### src/sv/ccws_pkg.sv
`timescale 1ns / 1ps

package ccws_pkg;

    // result queue sizing
    localparam int Q_DEPTH = 4;
    localparam int Q_AW    = $clog2(Q_DEPTH);
    localparam int Q_CW    = $clog2(Q_DEPTH + 1);
    // room for an end-marked item, which pushes two results
    localparam logic [Q_CW-1:0] Q_ROOM_MAX = Q_CW'(Q_DEPTH - 2);

    localparam logic [7:0] CH_DQUOTE = 8'h22;
    localparam logic [7:0] CH_BSLASH = 8'h5C;
    localparam logic [7:0] CH_SQUOTE = 8'h27;
    localparam logic [7:0] CH_SLASH  = 8'h2F;
    localparam logic [7:0] CH_STAR   = 8'h2A;
    localparam logic [7:0] CH_LF     = 8'h0A;
    localparam logic [7:0] CH_SPACE  = 8'h20;
    localparam logic [7:0] CH_USCORE = 8'h5F;
    localparam logic [7:0] CH_DOLLAR = 8'h24;

    typedef enum logic [1:0] {
        MODE_CODE = 2'd0,
        MODE_LINE = 2'd1,
        MODE_OPEN = 2'd2,
        MODE_BODY = 2'd3
    } t_scan_mode;

    typedef struct packed {
        logic [7:0] previous_char;
        logic [7:0] last_emitted;
        logic       inside_string;
        t_scan_mode scan_mode;
        logic [7:0] saved_previous;
    } t_scan_state;

    localparam t_scan_state SCAN_RESET = '{
        previous_char:  8'h00,
        last_emitted:   8'h00,
        inside_string:  1'b0,
        scan_mode:      MODE_CODE,
        saved_previous: 8'h00
    };

    typedef struct packed {
        logic [7:0] out_byte;
        logic       has_byte;
        logic       run_last;
        logic       stream_end;
    } t_result;

    typedef struct packed {
        logic    push_one;
        logic    push_two;
        t_result first;
        t_result second;
    } t_push;

    function automatic logic is_space(input logic [7:0] c);
        return (c == CH_SPACE) || (c >= 8'd9 && c <= 8'd13);
    endfunction

    function automatic logic is_punct(input logic [7:0] c);
        return (c >= 8'd33 && c <= 8'd47) || (c >= 8'd58 && c <= 8'd64) ||
               (c >= 8'd91 && c <= 8'd96) || (c >= 8'd123 && c <= 8'd126);
    endfunction

    function automatic logic is_ident(input logic [7:0] c);
        return (c >= 8'h30 && c <= 8'h39) || (c >= 8'h41 && c <= 8'h5A) ||
               (c >= 8'h61 && c <= 8'h7A) || (c == CH_USCORE) || (c == CH_DOLLAR);
    endfunction

    function automatic logic is_sep_nsq(input logic [7:0] c);
        return (c != CH_SQUOTE) &&
               (is_space(c) || ((c != CH_USCORE) && (c != CH_DOLLAR) && is_punct(c)));
    endfunction

endpackage

### src/sv/ccws_in_if.sv
`timescale 1ns / 1ps

interface ccws_in_if;
    logic       valid;
    logic       ready;
    logic [7:0] in_byte;
    logic       end_in;

    modport source (output valid, output in_byte, output end_in, input ready);
    modport sink   (input valid, input in_byte, input end_in, output ready);
endinterface

### src/sv/ccws_out_if.sv
`timescale 1ns / 1ps

interface ccws_out_if;
    logic       valid;
    logic       ready;
    logic [7:0] out_byte;
    logic       has_byte;
    logic       run_last;
    logic       stream_end;

    modport source (output valid, output out_byte, output has_byte, output run_last,
                    output stream_end, input ready);
    modport sink   (input valid, input out_byte, input has_byte, input run_last,
                    input stream_end, output ready);
endinterface

### src/sv/ccws_decide.sv
`timescale 1ns / 1ps

module ccws_decide
    import ccws_pkg::*;
(
    input  t_scan_state i_st,
    input  logic [7:0]  i_c,
    input  logic [7:0]  i_nx,
    input  logic        i_nx_valid,
    output t_scan_state o_st,
    output logic        o_kept,
    output logic [7:0]  o_byte
);

    logic [7:0] prev;
    logic       nx_ident;
    logic       instr;
    logic       drop;

    assign prev     = i_st.previous_char;
    assign nx_ident = i_nx_valid && is_ident(i_nx);

    always_comb begin
        o_st   = i_st;
        o_kept = 1'b0;
        o_byte = 8'h00;
        instr  = i_st.inside_string;
        drop   = 1'b0;
        case (i_st.scan_mode)
            MODE_LINE: begin
                if (i_nx_valid && i_nx == CH_LF) begin
                    o_st.scan_mode     = MODE_CODE;
                    o_st.previous_char = i_st.saved_previous;
                end
            end
            MODE_OPEN: begin
                // opening star swallowed, cannot pair with a following slash
                o_st.scan_mode     = MODE_BODY;
                o_st.previous_char = 8'h00;
            end
            MODE_BODY: begin
                if (i_c == CH_SLASH && prev == CH_STAR) begin
                    o_st.scan_mode = MODE_CODE;
                    if (is_ident(i_st.saved_previous) && nx_ident) begin
                        o_st.previous_char = CH_SPACE;
                        o_st.last_emitted  = CH_SPACE;
                        o_kept             = 1'b1;
                        o_byte             = CH_SPACE;
                    end else begin
                        o_st.previous_char = i_st.saved_previous;
                    end
                end else begin
                    o_st.previous_char = i_c;
                end
            end
            default: begin
                if (i_c == CH_DQUOTE) begin
                    if (instr) begin
                        if (prev != CH_BSLASH) instr = 1'b0;
                    end else if (!(prev == CH_SQUOTE && i_nx_valid && i_nx == CH_SQUOTE)) begin
                        instr = 1'b1;
                    end
                end
                o_st.inside_string = instr;
                if (!instr) begin
                    if (i_c == CH_SLASH && i_nx_valid && i_nx == CH_SLASH) begin
                        o_st.saved_previous = prev;
                        o_st.scan_mode      = MODE_LINE;
                        drop                = 1'b1;
                    end else if (i_c == CH_SLASH && i_nx_valid && i_nx == CH_STAR) begin
                        o_st.saved_previous = prev;
                        o_st.scan_mode      = MODE_OPEN;
                        drop                = 1'b1;
                    end else if (is_space(i_c) &&
                                 !(is_ident(i_st.last_emitted) && nx_ident)) begin
                        if ((i_c != CH_LF && (is_sep_nsq(prev) ||
                             (i_nx_valid && is_sep_nsq(i_nx)))) ||
                            prev == i_c || (i_nx_valid && i_nx == i_c)) begin
                            drop = 1'b1;
                        end
                    end
                end
                if (!drop) begin
                    o_st.previous_char = i_c;
                    o_st.last_emitted  = i_c;
                    o_kept             = 1'b1;
                    o_byte             = i_c;
                end
            end
        endcase
    end

endmodule

### src/sv/ccws_core.sv
`timescale 1ns / 1ps

module ccws_core
    import ccws_pkg::*;
(
    input  logic      i_clk,
    input  logic      i_rst_n,
    ccws_in_if.sink   i_in,
    input  logic      i_room,
    output t_push     o_push
);

    logic        r_in_valid;
    logic [7:0]  r_in_byte;
    logic        r_in_end;
    logic [7:0]  r_held_char;
    logic        r_held_valid;
    t_scan_state r_state;

    logic        w_fire;
    logic        w_accept;
    t_scan_state w_st_a;
    t_scan_state w_st_mid;
    t_scan_state w_st_b;
    logic        w_kept_a;
    logic        w_kept_b;
    logic [7:0]  w_byte_a;
    logic [7:0]  w_byte_b;

    assign w_fire     = r_in_valid && i_room;
    assign i_in.ready = !r_in_valid || w_fire;
    assign w_accept   = i_in.valid && i_in.ready;

    // held byte decided against the incoming one
    ccws_decide u_dec_held (
        .i_st       (r_state),
        .i_c        (r_held_char),
        .i_nx       (r_in_byte),
        .i_nx_valid (1'b1),
        .o_st       (w_st_a),
        .o_kept     (w_kept_a),
        .o_byte     (w_byte_a)
    );

    assign w_st_mid = r_held_valid ? w_st_a : r_state;

    // final byte decided with no next character
    ccws_decide u_dec_last (
        .i_st       (w_st_mid),
        .i_c        (r_in_byte),
        .i_nx       (8'h00),
        .i_nx_valid (1'b0),
        .o_st       (w_st_b),
        .o_kept     (w_kept_b),
        .o_byte     (w_byte_b)
    );

    always_comb begin
        o_push.push_one          = w_fire;
        o_push.push_two          = w_fire && r_in_end;
        o_push.first.out_byte    = (r_held_valid && w_kept_a) ? w_byte_a : 8'h00;
        o_push.first.has_byte    = r_held_valid && w_kept_a;
        o_push.first.run_last    = !r_in_end;
        o_push.first.stream_end  = 1'b0;
        o_push.second.out_byte   = w_byte_b;
        o_push.second.has_byte   = w_kept_b;
        o_push.second.run_last   = 1'b1;
        o_push.second.stream_end = 1'b1;
    end

    always_ff @(posedge i_clk) begin
        if (!i_rst_n) begin
            r_in_valid   <= 1'b0;
            r_held_valid <= 1'b0;
            r_held_char  <= 8'h00;
            r_state      <= SCAN_RESET;
        end else begin
            if (w_accept) begin
                r_in_valid <= 1'b1;
            end else if (w_fire) begin
                r_in_valid <= 1'b0;
            end
            if (w_fire) begin
                if (r_in_end) begin
                    r_held_valid <= 1'b0;
                    r_held_char  <= 8'h00;
                    r_state      <= SCAN_RESET;
                end else begin
                    r_held_valid <= 1'b1;
                    r_held_char  <= r_in_byte;
                    r_state      <= w_st_mid;
                end
            end
        end
    end

    always_ff @(posedge i_clk) begin
        if (w_accept) begin
            r_in_byte <= i_in.in_byte;
            r_in_end  <= i_in.end_in;
        end
    end

`ifndef NO_ASSERTIONS
    a_end_clears: assert property (@(posedge i_clk) disable iff (!i_rst_n)
        w_fire && r_in_end |=> !r_held_valid && r_state.scan_mode == MODE_CODE &&
                               !r_state.inside_string)
        else $error("end-marked beat did not return scanner to reset state");

    a_held_follows: assert property (@(posedge i_clk) disable iff (!i_rst_n)
        w_fire && !r_in_end |=> r_held_valid && r_held_char == $past(r_in_byte))
        else $error("held byte not taken from processed beat");

    a_in_reg_holds: assert property (@(posedge i_clk) disable iff (!i_rst_n)
        r_in_valid && !w_fire |=> r_in_valid && $stable(r_in_byte) && $stable(r_in_end))
        else $error("input register lost a waiting beat");
`endif

endmodule

### src/sv/ccws_res_queue.sv
`timescale 1ns / 1ps

module ccws_res_queue
    import ccws_pkg::*;
(
    input  logic       i_clk,
    input  logic       i_rst_n,
    input  t_push      i_push,
    output logic       o_room,
    ccws_out_if.source o_out
);

    t_result          r_mem [Q_DEPTH];
    logic [Q_AW-1:0]  r_wr;
    logic [Q_AW-1:0]  r_rd;
    logic [Q_CW-1:0]  r_count;
    logic [Q_CW-1:0]  n_count;
    logic             w_pop;
    logic [Q_AW-1:0]  w_wr_next;
    t_result          w_head;

    assign w_head           = r_mem[r_rd];
    assign o_out.valid      = (r_count != '0);
    assign o_out.out_byte   = w_head.out_byte;
    assign o_out.has_byte   = w_head.has_byte;
    assign o_out.run_last   = w_head.run_last;
    assign o_out.stream_end = w_head.stream_end;
    assign w_pop            = o_out.valid && o_out.ready;
    assign o_room           = (r_count <= Q_ROOM_MAX);
    assign w_wr_next        = r_wr + 1'b1;

    always_comb begin
        n_count = r_count + Q_CW'(i_push.push_one) + Q_CW'(i_push.push_two)
                  - Q_CW'(w_pop);
    end

    always_ff @(posedge i_clk) begin
        if (!i_rst_n) begin
            r_wr    <= '0;
            r_rd    <= '0;
            r_count <= '0;
        end else begin
            r_count <= n_count;
            if (w_pop) r_rd <= r_rd + 1'b1;
            if (i_push.push_two) begin
                r_wr <= r_wr + Q_AW'(2);
            end else if (i_push.push_one) begin
                r_wr <= w_wr_next;
            end
        end
    end

    always_ff @(posedge i_clk) begin
        if (i_push.push_one) r_mem[r_wr] <= i_push.first;
        if (i_push.push_two) r_mem[w_wr_next] <= i_push.second;
    end

endmodule

### src/sv/c_comment_whitespace_stripper_unit.sv
`timescale 1ns / 1ps

// c++ comment and whitespace stripper: source bytes arrive one per beat on i_in
// (in_byte, end_in) and stripped results leave on o_out, one result per beat.
// each byte is decided only once the next byte is seen, so every input beat
// yields one result for the byte held before it (has_byte 0 when nothing was
// held or the byte was dropped); a beat with end_in set yields a second result
// for its own byte, carrying stream_end, and then the scanner starts afresh.
// throughput is one input beat per clock while the result queue has room; an
// end-marked beat pushes two results, which leave on o_out as two result beats.
// an input beat passes through one input register, then the decision logic
// writes straight into a four-entry result queue whose head drives o_out.
// input is held off only while the result queue lacks room for two results.
// no clearing pass after reset

module c_comment_whitespace_stripper_unit
    import ccws_pkg::*;
(
    input  logic       i_clk,
    input  logic       i_rst_n,
    ccws_in_if.sink    i_in,
    ccws_out_if.source o_out
);

    // push request from the scanner into the result queue
    t_push w_push;
    // queue can absorb a two-result beat
    logic  w_room;

    // input register, scanner state and the two chained byte decisions
    ccws_core u_core (
        .i_clk   (i_clk),
        .i_rst_n (i_rst_n),
        .i_in    (i_in),
        .i_room  (w_room),
        .o_push  (w_push)
    );

    // result queue decouples output stalls from the input side
    ccws_res_queue u_queue (
        .i_clk   (i_clk),
        .i_rst_n (i_rst_n),
        .i_push  (w_push),
        .o_room  (w_room),
        .o_out   (o_out)
    );

endmodule

### src/flat_wrapper.sv
// flat-port wrapper written by rule: the top's interface ports become plain ports
module c_comment_whitespace_stripper_unit_flat import ccws_pkg::*;
  (i_clk, i_rst_n, i_in_valid, i_in_in_byte, i_in_end_in, i_in_ready, o_out_valid, o_out_out_byte, o_out_has_byte, o_out_run_last, o_out_stream_end, o_out_ready);
  ccws_in_if i_in_i ();
  ccws_out_if o_out_i ();
  input  logic i_clk;
  input  logic i_rst_n;
  input wire logic [$bits(i_in_i.valid)-1:0] i_in_valid;
  input wire logic [$bits(i_in_i.in_byte)-1:0] i_in_in_byte;
  input wire logic [$bits(i_in_i.end_in)-1:0] i_in_end_in;
  output wire logic [$bits(i_in_i.ready)-1:0] i_in_ready;
  output wire logic [$bits(o_out_i.valid)-1:0] o_out_valid;
  output wire logic [$bits(o_out_i.out_byte)-1:0] o_out_out_byte;
  output wire logic [$bits(o_out_i.has_byte)-1:0] o_out_has_byte;
  output wire logic [$bits(o_out_i.run_last)-1:0] o_out_run_last;
  output wire logic [$bits(o_out_i.stream_end)-1:0] o_out_stream_end;
  input wire logic [$bits(o_out_i.ready)-1:0] o_out_ready;
  assign i_in_i.valid = i_in_valid;
  assign i_in_i.in_byte = i_in_in_byte;
  assign i_in_i.end_in = i_in_end_in;
  assign i_in_ready = i_in_i.ready;
  assign o_out_valid = o_out_i.valid;
  assign o_out_out_byte = o_out_i.out_byte;
  assign o_out_has_byte = o_out_i.has_byte;
  assign o_out_run_last = o_out_i.run_last;
  assign o_out_stream_end = o_out_i.stream_end;
  assign o_out_i.ready = o_out_ready;
  c_comment_whitespace_stripper_unit u_core (.i_clk(i_clk), .i_rst_n(i_rst_n), .i_in(i_in_i), .o_out(o_out_i));
endmodule
### config.mk
export PLATFORM = sky130hd
export DESIGN_NAME = c_comment_whitespace_stripper_unit_flat
export DESIGN_NICKNAME = d
export VERILOG_FILES = /design/src/sv/ccws_pkg.sv /design/src/sv/ccws_in_if.sv /design/src/sv/ccws_out_if.sv /design/src/sv/ccws_decide.sv /design/src/sv/ccws_core.sv /design/src/sv/ccws_res_queue.sv /design/src/sv/c_comment_whitespace_stripper_unit.sv /design/src/flat_wrapper.sv
export SDC_FILE = /design/constraint.sdc
export NUM_CORES = 1
export LEC_CHECK = 0
export ABC_AREA = 0
export BUFFER_PORTS_ARGS = -buffer_cell sky130_fd_sc_hd__clkbuf_2
export CAP_MARGIN = 10
export CORE_ASPECT_RATIO = 0.8
export CORE_MARGIN = 4
export CORE_UTILIZATION = 60
export DETAILED_ROUTE_END_ITERATION = 10
export PLACE_DENSITY = 0.78
export SLEW_MARGIN = 10
export SYNTH_ARGS = -nofsm -noshare
export SYNTH_HDL_FRONTEND = slang
export SYNTH_SLANG_ARGS = --single-unit
### constraint.sdc
create_clock -name i_clk -period 5.4 [get_ports i_clk]
set_clock_uncertainty 0.05 [all_clocks]
set_input_delay 0 -clock i_clk [delete_from_list [all_inputs] [get_ports i_clk]]
set_output_delay 0 -clock i_clk [all_outputs]
set_load 0.05 [all_outputs]
==> metrics.csv, run 1 <==
stage;metric;value;unit
synth;syn-mean-instance-area;9.15;um^2
sta;setup_viol;0;
drt;drc;0;
power_and_ir_drop;p_sw;0.860;mW
power_and_ir_drop;sw_frac_of_total;0.361;
clock_network;clk_pin_slew;0.07;ns
clock_network;clockRootBuffer;clkbuf_16;
hold_path;hold_path_depth;4;
clock_network;cts_tree;yes;
drt;drt_iter0_markers;746;
run_status;status;finished clean;
placed_design;io_buffers;25;
sta;postLayoutSetupSlackWorst;0.823;ns
clock_network;cts_setup_buffers;0;
clock_network;cts_hold_buf;10;
synth;synthesis.nets;745;
placed_design;dp_hpwl;12.7;mm
grt;grt_pass1_vias;5675;
clock_network;cts_buffers;9;
die;die_w;125;um
synth;synth_cell_type_count;81;
grt;grt_max_degree;46;
die;ios;26;
sta;hold_ws;0.139;ns
grt;grt_pass1_wl;30.0;mm
setup_path;cp.arrival;4.61;ns
setup_path;cpPeakStageDelay;0.77;ns
clock_network;post_cts_resized;0;
sta;maxSlewHeadroom;0.243;
clock_network;clkSinkCount;99;
final_layout;nets;737;
final_layout;ff_latch_area;2430;um^2
power_and_ir_drop;intPower;1.52;mW
grt;antenna_found_initial;0;
final_layout;fillers;835;
power_and_ir_drop;power_density;336;nW/um^2
synth;syn_inst;720;
job;drv_cap;0;
drt;antenna_left;0;
setup_path;path_cells;and3_1, nand4_1, a211oi_1, o311ai_2, o211ai_2, nand3_4, o221ai_1, o211ai_1, a22o_1, a211o_1, a211oi_4, buf_4, o22ai_1;
setup_path;path_class;flip-flop to flip-flop;
final_layout;n_antenna_cell;0;
placed_design;gp_congestion;0.974;
final_layout;area_growth;7.71;%
power_and_ir_drop;p_clk_frac;0.292;
final_layout;multi_input_area;3770;um^2
clock_network;clock_latency;0.35;ns
drt;num_vias;5883;
power_and_ir_drop;pwr-share-seq;0.411;
die;initial_utilization;0.628;
synth;syn_area;6590;um^2
sta;setup-tns-final;0;ns
clock_network;ctsHtreeMaxLevel;3;
synth;ys_ff_latch;99;
synth;synth_edf_count;45;
sta;max_freq;218;MHz
clock_network;cts_buffer_depth;2;
power_and_ir_drop;power.leakage;2.43;nW
sta;grt_setup_unrepaired;false;
drt;wirelength;18.6;mm
synth;yosysSeqAreaShare;0.369;
setup_path;worstPathRequired;5.43;ns
sta;min_period_over_period;0.848;
setup_path;worst-path-max-fanout;24;
power_and_ir_drop;pwr-share-comb;0.297;
synth;yosys_warnings;0;
setup_path;worst_setup_path_start_kind;flip-flop;
sta;maxSlewViolCount;0;
sta;hold_violations;0;
sta;period_minus_slack;4.58;ns
die;row_count;33;
grt;grt_overflow_total;0;
sta;worstMarginPinSlew;1.13;ns
hold_path;hp-class;input port to flip-flop;
die;die-area;12700;um^2
synth;ys.flop_type;dfxtp_1;
die;fp.coreArea;10500;um^2
final_layout;layout-drive-gt1-share;0.137;
synth;async_flop_share;0;
drt;wl_per_cell;21.7;um
drt;first_pass_iters;5;
grt;grt_use_total;0.294;
setup_path;rr_worst_depth;13;
power_and_ir_drop;ir_drop;0.180;mV
placed_design;post-place-ws;0.983;ns
setup_path;endpoint_kind;flip-flop;
setup_path;cp_slowest_cell;edfxtp_1;
die;die_y;102;um
drt;via_per_inst;6.86;
## stage by stage
stage / instances / utilization / power (mW) / cell area (um^2)
4_1_cts: 857 / 0.676 / 2.38 / 7090
2_1_floorplan: 720 / - / 1.51 / 6590
3_3_place_gp: 831 / 0.636 / 1.66 / 6670
6_report: 857 / 0.676 / 2.38 / 7090
3_5_place_dp: 831 / 0.636 / 1.68 / 6670
5_1_grt: 857 / 0.676 / 2.48 / 7090
## synthesized netlist by cell type, types with 6 or more instances
library cell,n,area share
nand3b_1,12,0.014
edfxtp_1,45,0.21
o31ai_1,6,0.0068
ha_1,10,0.019
clkbuf_1,38,0.022
nand2b_1,7,0.0066
a21boi_0,25,0.028
o21ai_0,31,0.024
a22o_1,6,0.0080
buf_2,19,0.014
nand2_1,57,0.032
a32o_1,13,0.020
a22oi_1,13,0.015
mux2i_1,12,0.018
nor2_1,29,0.017
and2_1,18,0.017
o21ai_1,11,0.0084
nor2b_1,22,0.021
o21ai_2,11,0.015
nor3_1,14,0.011
a21oi_1,25,0.019
inv_1,24,0.014
a211oi_1,7,0.0080
o221ai_1,7,0.0093
a31oi_1,6,0.0057
xnor2_1,9,0.012
nand4_1,12,0.011
dfxtp_1,54,0.16
mux4_2,11,0.038
xor2_1,20,0.027
nand3_1,50,0.038
## per-layer routing
| metal | GRT usage | vias up | part of all wire |
|---|---|---|---|
| met3 | 0.0590 | 43 | 0.11 |
| li1 | - | 2665 | - |
| met2 | 0.462 | 386 | 0.45 |
| met1 | 0.416 | 2789 | 0.42 |
| met4 | 0.0900 | 0 | 0.022 |
| met5 | 0 | - | 0 |
## power groups by stage
stage	Clock (mW)	Sequential [mW]	Combinational [mW]
after floorplan	0	0.902	0.612
final	0.695	0.979	0.707
after detailed placement	0	0.995	0.689
after global placement	0	0.991	0.668
after global routing	0.732	0.992	0.757
after CTS	0.698	0.979	0.704
## final timing paths
check | startpoint | to | slack [ns]
setup / recovery | u_core.u_core.r_in_byte[1]$_DFFE_PP_ | u_core.u_queue.r_mem[0][8]$_DFFE_PP_ | 0.82
hold / removal | o_out_ready | flip-flop | 0.14
setup reg to reg | u_core.u_core.r_in_byte[1]$_DFFE_PP_ | u_core.u_queue.r_mem[0][8]$_DFFE_PP_ | 0.82
hold reg to reg | u_core.u_queue.r_mem[1][1]$_SDFFE_PP1P_ | u_core.u_queue.r_mem[1][1]$_SDFFE_PP1P_ | 0.42
## kinds of logic (layout without fill, tap and decap cells)
kind of cell / after synthesis / in the layout / synth area share
AO/OA/AOI/OAI: 205 / 205 / 0.232
XOR/XNOR: 29 / 29 / 0.0386
AND/OR/NAND/NOR: 261 / 261 / 0.216
flip-flops: 99 / 99 / 0.369
adder cells (fa/ha/maj): 12 / 12 / 0.0251
buffers and inverters: 89 / 86 / 0.0597
multiplexers: 25 / 25 / 0.0593
## registers in the layout, indices dropped and copies added, names as in the netlist, named ones only
| register | flops |
|---|---|
| u_core.u_core.r_in_valid | 1 |
| u_core.u_core.r_held_valid | 1 |
| u_core.u_core.r_held_char | 8 |
| u_core.u_queue.r_wr | 2 |
| u_core.u_core.r_in_byte | 8 |
| u_core.u_core.r_in_end | 1 |
| u_core.u_queue.r_rd | 2 |
| u_core.u_queue.r_mem | 44 |
| u_core.u_queue.r_count | 3 |
| u_core.u_core.r_state | 27 |
## final cells by class
class / instances / share of cell area
multi-input combinational: 532 / 0.531
tap: 140 / 0.0247
clock buffer: 12 / 0.0377
inverter: 24 / 0.0127
clock inverter: 4 / 0.00776
sequential: 99 / 0.343
timing repair buffer: 46 / 0.0434
## layout by cell type, fill, tap and decap left out, types with 18 or more instances in the layout
master    synthesis  routed
inv_1            24      24
o21ai_0          31      31
and2_1           18      18
nand3_1          50      50
clkbuf_2          1      25
xor2_1           20      20
a21oi_1          25      25
dfxtp_1          54      54
a21boi_0         25      25
nor2_1           29      29
nor2b_1          22      22
nand2_1          57      57
edfxtp_1         45      45
## worst max-delay path, delay by kind of cell (launching register included)
family	cells	cell delay, ns
buffers and inverters	1	0.34
AO/OA/AOI/OAI	9	2.47
AND/OR/NAND/NOR	3	0.66
flip-flops	1	0.77
Power figures use the tool's default switching activity.
==> inputs of run 2 (changes only) <==
==> constraint.sdc (replaced) <==
create_clock -name i_clk -period 4.5 [get_ports i_clk]
set_clock_uncertainty 0.05 [all_clocks]
set_input_delay 0 -clock i_clk [delete_from_list [all_inputs] [get_ports i_clk]]
set_output_delay 0 -clock i_clk [all_outputs]
set_load 0.05 [all_outputs]
==> metrics.csv, run 2 (synthesis results as in run 1) <==
stage;metric;value;unit;change
sta;worstMarginPinSlew;1.24;ns;was 1.13 ns
setup_path;path_class;flip-flop to flip-flop;;unchanged
die;initial_utilization;0.628;;unchanged
drt;num_vias;6181;;was 5883
final_layout;top_regs;u_core.u_queue.r_mem x44, u_core.u_core.r_state x27;;unchanged
grt;grt_overflow_total;0;;unchanged
setup_path;worst_setup_path_start_kind;flip-flop;;unchanged
power_and_ir_drop;intPower;1.79;mW;was 1.52 mW
grt;grt_pass1_vias;5842;;was 5675
setup_path;cp.arrival;4.34;ns;was 4.61 ns
power_and_ir_drop;pwr-share-comb;0.318;;was 0.297
setup_path;worstPathRequired;4.54;ns;was 5.43 ns
die;die_w;125;um;unchanged
sta;grt_setup_unrepaired;false;;unchanged
drt;wirelength;19.6;mm;was 18.6 mm
final_layout;final_cell_mix;nand2_1, dfxtp_1, nand3_1, edfxtp_1, o21ai_0;;unchanged
power_and_ir_drop;p_clk_frac;0.277;;was 0.292
die;die_y;102;um;unchanged
sta;max_freq;233;MHz;was 218 MHz
sta;setup-tns-final;0;ns;unchanged
clock_network;clkSinkCount;99;;unchanged
sta;setup_viol;0;;unchanged
die;row_count;33;;unchanged
die;die-area;12700;um^2;unchanged
grt;grt_max_degree;46;;unchanged
final_layout;nets;755;;was 737
sta;maxSlewHeadroom;0.173;;was 0.243
final_layout;layout-drive-gt1-share;0.163;;was 0.137
die;ios;26;;unchanged
power_and_ir_drop;pwr-share-seq;0.405;;was 0.411
die;fp.coreArea;10500;um^2;unchanged
power_and_ir_drop;power_density;394;nW/um^2;was 336 nW/um^2
drt;drc;0;;unchanged
sta;hold_violations;0;;unchanged
power_and_ir_drop;power.leakage;2.52;nW;was 2.43 nW
sta;hold_ws;0.138;ns;was 0.139 ns
sta;maxSlewViolCount;0;;unchanged
clock_network;cts_tree;yes;;unchanged
setup_path;crit_family;compound AO/OA/AOI/OAI gates;;unchanged
power_and_ir_drop;ir_drop;0.191;mV;was 0.180 mV
setup_path;cpPeakStageDelay;0.60;ns;was 0.77 ns
drt;antenna_left;0;;unchanged
clock_network;ctsHtreeMaxLevel;3;;unchanged
final_layout;largest_register_ffs;44;;unchanged
drt;via_per_inst;7.06;;was 6.86
sta;period_minus_slack;4.29;ns;was 4.58 ns
final_layout;n_antenna_cell;0;;unchanged
clock_network;cts_buffers;9;;unchanged
final_layout;final_common_cell;nand2_1;;unchanged
power_and_ir_drop;sw_frac_of_total;0.370;;was 0.361
final_layout;area_growth;9.84;%;was 7.71%
clock_network;clockRootBuffer;clkbuf_16;;unchanged
drt;drt_iter0_markers;933;;was 746
setup_path;path_cells;xor2_1, nor4_1, a22oi_1, a211oi_2, o211ai_2, a221oi_2, and2b_1, xnor2_1, nor3_1, nand4_1, a211oi_4, buf_12, o31ai_1;;was and3_1, nand4_1, a211oi_1, o311ai_2, o211ai_2, nand3_4, o221ai_1, o211ai_1, a22o_1, a211o_1, a211oi_4, buf_4, o22ai_1
final_layout;regMostFlops;u_core.u_queue.r_mem;;unchanged
setup_path;worst-path-max-fanout;24;;unchanged
sta;min_period_over_period;0.954;;was 0.848
placed_design;io_buffers;25;;unchanged
grt;grt_use_total;0.308;;was 0.294
clock_network;clk_pin_slew;0.07;ns;about the same
grt;antenna_found_initial;0;;unchanged
job;drv_cap;0;;unchanged
placed_design;dp_hpwl;13.6;mm;was 12.7 mm
clock_network;cts_setup_buffers;0;;unchanged
placed_design;gp_congestion;1.04;;was 0.974
setup_path;cp_slowest_cell;dfxtp_1;;was edfxtp_1
drt;first_pass_iters;5;;unchanged
clock_network;cts_buffer_depth;2;;unchanged
run_status;status;finished clean;;unchanged
placed_design;dpl.cell_count;849;;was 831
setup_path;path_buf_inv;1;;unchanged
grt;grt_pass1_wl;31.4;mm;was 30.0 mm
drt;wl_per_cell;22.4;um;was 21.7 um
hold_path;hp-class;input port to flip-flop;;unchanged
power_and_ir_drop;finalPower;2.85;mW;was 2.38 mW
setup_path;endpoint_kind;flip-flop;;unchanged
clock_network;clock_latency;0.35;ns;about the same
power_and_ir_drop;p_sw;1.06;mW;was 0.860 mW
final_layout;fin_cells;875;;was 857
## run 2: area by class of cell
cell class	count	area (um^2)
inverter	24	90.1
timing repair buffer	64	455
clock buffer	12	268
tap	140	175
fill	806	3250
clock inverter	4	37.5
multi-input combinational	532	3770
sequential	99	2440
## run 2: metal layers
layer	vias up	GRT usage	share of wire
met2	481	0.470	0.43
met5	-	0	0
met3	67	0.0712	0.12
met1	2934	0.435	0.42
li1	2699	-	-
met4	0	0.109	0.030
## run 2: worst paths after layout
path,from,endpoint,slack [ns],cells past startpoint
setup / recovery,u_core.u_core.r_state[19]$_SDFFE_PN0P_,u_core.u_queue.r_mem[2][5]$_DFFE_PP_,0.21,13
hold / removal,o_out_ready,flip-flop,0.14,4
setup reg to reg,u_core.u_core.r_state[19]$_SDFFE_PN0P_,u_core.u_queue.r_mem[2][5]$_DFFE_PP_,0.21,13
hold reg to reg,u_core.u_queue.r_mem[0][1]$_SDFFE_PP1P_,u_core.u_queue.r_mem[0][1]$_SDFFE_PP1P_,0.42,2
## run 2: through the flow
step,setup WS [ns],cell area (um^2),util
2_1_floorplan,0.815,6590,-
3_3_place_gp,0.291,6820,0.650
3_5_place_dp,0.188,6820,0.650
4_1_cts,0.176,7220,0.689
5_1_grt,0.0187,7230,0.690
6_report,0.205,7230,0.690
## run 2: worst register-to-register path: stages, from the launching register on
cell and delay, ns:
dfxtp_1 0.60, xor2_1 0.13, nor4_1 0.48, a22oi_1 0.26
a211oi_2 0.31, o211ai_2 0.27, a221oi_2 0.38, and2b_1 0.28
xnor2_1 0.15, nor3_1 0.25, nand4_1 0.22, a211oi_4 0.33
buf_12 0.22, o31ai_1 0.11
## run 2: power groups by stage
stage / registers, mW / clock network, mW / logic (mW)
2_1_floorplan: 1.08 / 0 / 0.734
3_3_place_gp: 1.16 / 0 / 0.851
3_5_place_dp: 1.17 / 0 / 0.876
4_1_cts: 1.15 / 0.791 / 0.890
5_1_grt: 1.17 / 0.827 / 0.967
6_report: 1.15 / 0.790 / 0.906
## run 2: timing repair
item | 4_1_cts | 5_1_grt
hold buffers | 10 | 0
hold endpoints to repair | 10 | 0
resized for setup | 0 | 4
endpoints found under the setup margin | 0 | 14
